`src/pfa_pkg.sv`:
```
// ----------------------------------------------------------------------------
// pfa_pkg
// Shared codes, widths and types of the page frame allocator.
// ----------------------------------------------------------------------------
package pfa_pkg;

  // fixed field widths
  localparam int FRAME_W    = 18;
  localparam int CNT_W      = 19;
  localparam int OWN_PORT_W = 16;
  localparam int TOTAL_W    = 32;
  localparam int WORD_W     = 64;
  localparam int OFS_W      = 6;
  // internal frame positions (frame + count never reaches 2^20)
  localparam int POS_W      = 21;

  localparam logic [CNT_W-1:0] MANAGED_RESET = 19'd262144;

  // operation codes
  localparam logic [2:0] OP_ALLOC_FRAME = 3'd0;
  localparam logic [2:0] OP_ALLOC_RUN   = 3'd1;
  localparam logic [2:0] OP_FREE_FRAME  = 3'd2;
  localparam logic [2:0] OP_FREE_RUN    = 3'd3;
  localparam logic [2:0] OP_ADD_OWNER   = 3'd4;
  localparam logic [2:0] OP_READ_OWNERS = 3'd5;
  localparam logic [2:0] OP_RESERVE     = 3'd6;

  // status codes
  localparam logic [2:0] ST_OK        = 3'd0;
  localparam logic [2:0] ST_NO_SPACE  = 3'd1;
  localparam logic [2:0] ST_BAD_RANGE = 3'd2;
  localparam logic [2:0] ST_NOT_ALLOC = 3'd3;
  localparam logic [2:0] ST_RESERVED  = 3'd4;
  localparam logic [2:0] ST_CNT_WRAP  = 3'd5;
  localparam logic [2:0] ST_SHARED    = 3'd6;

  // result of scanning one bitmap word
  typedef struct packed {
    logic             found;  // a blocking bit lies at or after the offset
    logic [OFS_W-1:0] idx;    // position of that bit
    logic [OFS_W:0]   len;    // free frames from the offset up to it
  } scan_res_t;

endpackage

```
`src/pfa_word_scan.sv`:
```
// ----------------------------------------------------------------------------
// pfa_word_scan
// Finds the first used or cut-off frame of a bitmap word at or after an offset.
// ----------------------------------------------------------------------------
module pfa_word_scan
  import pfa_pkg::*;
(
  input  logic [WORD_W-1:0] word,
  input  logic [OFS_W-1:0]  offset,
  input  logic              cut,
  input  logic [OFS_W-1:0]  cut_idx,
  output scan_res_t         res
);

  logic [WORD_W-1:0] lo_mask;
  logic [WORD_W-1:0] hi_mask;
  logic [WORD_W-1:0] blocked;

  // frames past the search end count as used
  always_comb begin
    lo_mask = (WORD_W'(1) << offset) - WORD_W'(1);
    hi_mask = cut ? ~((WORD_W'(1) << cut_idx) - WORD_W'(1)) : '0;
    blocked = (word | hi_mask) & ~lo_mask;
  end

  // priority encoder, lowest blocking bit wins
  always_comb begin
    res.found = |blocked;
    res.idx   = '0;
    for (int i = WORD_W - 1; i >= 0; i--) begin
      if (blocked[i]) begin
        res.idx = OFS_W'(i);
      end
    end
    res.len = (res.found ? {1'b0, res.idx} : (OFS_W + 1)'(WORD_W)) - {1'b0, offset};
  end

endmodule

```
`config.mk`:
```
export PLATFORM = sky130hd
export DESIGN_NAME = pfa_word_scan
export DESIGN_NICKNAME = d
export VERILOG_FILES = /design/src/pfa_pkg.sv /design/src/pfa_word_scan.sv
export SDC_FILE = /design/constraint.sdc
export NUM_CORES = 1
export LEC_CHECK = 0
export BUFFER_PORTS_ARGS = -buffer_cell sky130_fd_sc_hd__buf_2
export CAP_MARGIN = 30
export CORE_AREA = 2 2 103 105
export DETAILED_ROUTE_END_ITERATION = 10
export DIE_AREA = 0 0 105 107
export GPL_ROUTABILITY_DRIVEN = 0
export PLACE_DENSITY_LB_ADDON = 0.15
export SETUP_SLACK_MARGIN = 0.02
export SYNTH_ARGS = -nofsm -noshare
export SYNTH_HDL_FRONTEND = slang
export SYNTH_SLANG_ARGS = --single-unit
export TNS_END_PERCENT = 100
```
`constraint.sdc`:
```
create_clock -name vclk -period 6.9
set_input_delay 1.035 -clock vclk [all_inputs]
set_output_delay 1.035 -clock vclk [all_outputs]
set_load 0.01 [all_outputs]
```
* Word-level counts from Yosys, hierarchy flattened
Cells that the tools add are included.
Cells by class: $add $sub $neg 3, shift operators 2, multiplexer cells 66, bitwise gates (word level) 4, reductions and logical operators 1
Operators by type and width (count):
- $mux W6 | 64
- $not A64 Y64 | 2
- $shl A1 B6 Y64 const A | 2
- $and A64 B64 Y64 | 1
- $mux W64 | 1
- $or A64 B64 Y64 | 1
- $reduce_or A64 Y1 | 1
- $sub A64 B1 Y64 const B | 1
- $sub A64 B2 Y64 const B | 1
- $mux W7 | 1
- $sub A7 B6 Y7 | 1
Word-level totals: flip-flop bits (word level) 0, input bits 77, output and inout port bits 14, word-level logic and storage cells 76

* Depth between registers and ports, before layout
word-level depth 72, mapped depth 28, depth with buffers taken out 23

* Least setup slack after synthesis
Ideal clock, no wire load.
path type in2out, from input cut_idx[5], to output res[6] in the netlist's numbering, data arrival time 5.775 ns, data required time 5.865 ns, setup slack 0.090 ns, cell stages on the path 28, path buffers 6, path through buf_2 -> buf_2 -> clkbuf_1 -> buf_1 -> nor3_1 -> nand2_1 -> ha_1 -> buf_2 -> inv_1 -> buf_1 -> a31oi_1 -> xnor2_1 -> a21oi_1 -> nor3_1 -> a2111oi_4 -> o21ai_1 -> or4_1 -> o221a_1 -> o31a_1 -> ha_1 -> inv_1 -> fa_1 -> a21oi_1 -> nor2_1 -> nor2_1 -> o21bai_1 -> a21oi_1 -> xnor2_1
RTL lines:
- start: declaration | RTL line pfa_word_scan.sv:11 | input logic [OFS_W-1:0] cut_idx,
- end: declaration | RTL line pfa_word_scan.sv:12 | output scan_res_t res

==> results.yml <==
layout:
  syn_to_final_growth_pct: 17.0
  seq_cells: 0
  nClkBuffers: 0
  nets: 891
  mostFrequentLayoutCell: "buf_2"
  seq_area_um2: 0
  layout-drive-gt1-share_pct: 23.8
  n_antenna_cell: 0
  final_cell_mix: "91 x buf_2, 62 x nand2_1, 62 x a21oi_1"
sta:
  hold_slack_ns: 2.67
  setup_violations: 0
  finalCritPeriodShare_pct: 98.2
  setup_slack_ns: 0.122
  rsz0062_at_grt: "true"
  worstMarginPinSlew_ns: 0.780
  hold_viol: 0
  clock.fmax_mhz: 148
  finalCriticalPeriod_ns: 6.78
  max-slew-margin-rel_pct: 47.4
  final_max_slew_viol_count: 0
power_and_ir_drop:
  combPwrFrac_pct: 100.0
  pwr-share-clk_pct: 0
  power_uw: 450
  switching_share_pct: 61.2
  power.internal_uw: 174
  p_switching_uw: 276
  peakVddDrop_uv: 44.9
  static-leakage-power_nw: 2.06
  sequentialPowerShare_pct: 0
  powerDensity_mw_per_mm2: 85.5
die:
  die_area_mm2: 0.0112
  placementRows: 37
  die_h_um: 107
  initial_core_util_pct: 44.6
  chipWidth_um: 105
  core-area_mm2: 0.0101
  io_pins: 91
placement:
  port_buffers: 91
  place_hpwl_um: 15800
  dpl_worst_slack_ns: -0.00690
grt:
  grt_pass1_wl_um: 30700
  grt_pass1_vias: 5901
  antenna_found_initial: 0
  grt_usage_pct: 34.0
  grt-ovfl-total: 0
  grt_max_degree: 46
worst_setup_path:
  cp_slowest_cell: "or4_4"
  setup.worst_path.start: "cut_idx[4]"
  critPathLaunchType: "primary input"
  worstSetupPathType: "in -> out"
  arrival_ns: 5.74
  cp_cell_sequence: "buf_2, or4_4, nor2_4, nand2_1, ha_4, or4_4, a31oi_2, or3_4, o311ai_2, a2111oi_4, o21ai_2, or4_1, o221a_1, o31a_1, ha_1, inv_2, fa_2, a21oi_1, nor2_1, nor2_1, o21bai_1, a21oi_1, xnor2_1, buf_2"
  worstPathMaxFanout: 4
  critical-path-top-delay-family: "simple AND/OR/NAND/NOR gates"
  required_ns: 5.86
  worst-path-buf-inv: 3
  end_kind: "output pin"
  cp_num_cells: 24
  worst_path_largest_cell_delay_ns: 0.55
  worstSetupEndpoint: "res[6]"
hold_path:
  hold_path.class: "in -> out"
  holdPathStages: 5
synth:
  synthTopCellsByArea: "a21oi_1 7.0%, o21ai_0 5.5%, nor3_1 5.2%"
  yosysTopAreaCellShare_pct: 7.01
  synth_top_area_cell: "a21oi_1"
  synth_cell_types: 84
  synthesis.area_mm2: 0.00450
  postSynthAreaPerCell_um2: 6.14
  syn_inst: 732
  synth_fp_nets: 818
  ys_seq_area_share_pct: 0
  yosysWarningCount: 0
clocking:
  cts_hold_buffers: 0
detailed_routing:
  routedWlPerCell_um: 21.4
  vias_per_cell: 6.99
  firstDrtPassIters: 6
  drt_iter0_drc: 1220
  vias: 6561
  wl_um: 20100
  drc_errors: 0
  antenna_left: 0
flow_run:
  maxCapViolations: 0
run_status:
  status: "completed"
==> synthesized netlist by cell type (13+ instances only) <==
cell type	n
nand3_1	21
a21oi_1	63
nand2_1	62
nor2b_1	14
nor2_1	61
o22ai_1	13
and3_1	14
clkbuf_1	27
o21ai_0	49
inv_1	22
buf_2	25
xnor2_1	18
a31oi_1	18
nor3_1	47
o31ai_1	16
==> through the flow <==
step           area, µm²  util (%)   TNS, ns  cells
2_1_floorplan       4500         -         0    732
6_report            5260      52.1         0    939
5_1_grt             5260      52.1   -0.0747    939
3_5_place_dp        5140      51.0  -0.00690    937
3_3_place_gp        5140      51.0         0    937
4_1_cts             5150      51.1         0    937
==> cells by family (layout without fill, tap and decap cells) <==
kind of cell             Yosys count  count (layout)  share of synthesized area, %
AND/OR/NAND/NOR                  325             325                          40.1
AO/OA/AOI/OAI                    283             283                          42.8
buffers and inverters             86             157                          8.65
XOR/XNOR                          24              24                          4.67
adder cells (fa/ha/maj)            9               9                          2.67
multiplexers                       5               5                          1.11
==> worst min path at each step <==
stage	end	slack (ns)	startpoint
after floorplan	res[0]	2.23	offset[0]
after global placement	res[7]	2.65	word[0]
after detailed placement	res[7]	2.66	word[0]
after CTS	res[7]	2.66	word[0]
after global routing	res[7]	2.71	word[1]
final	res[7]	2.67	word[0]
==> what timing repair did <==
action,CTS,global route
buffers inserted,0,2
pin swaps,0,3
resized for setup,2,19
setup endpoints to repair,2,4
==> power groups by stage <==
stage | registers [mW] | clock network [mW] | logic [mW]
floorplan | 0 | 0 | 0.285
global placement | 0 | 0 | 0.415
CTS | 0 | 0 | 0.422
global route | 0 | 0 | 0.482
detailed placement | 0 | 0 | 0.418
finish | 0 | 0 | 0.450
==> layer usage <==
| metal | global-route usage (%) | wire, µm | part of all wire, % |
|---|---|---|---|
| met1 | 45.2 | 7920 | 39 |
| met2 | 53.6 | 8430 | 42 |
| met3 | 5.29 | 2400 | 12 |
| met4 | 16.2 | 1370 | 6.8 |
| met5 | 0 | 0 | 0 |
==> cell type report <==
type | count | area [µm²]
Timing Repair Buffer | 135 | 798
Tap cell | 136 | 170
Inverter | 22 | 82.6
Fill cell | 1111 | 4830
Multi-Input combinational cell | 646 | 4210
Power figures use the tool's default switching activity.
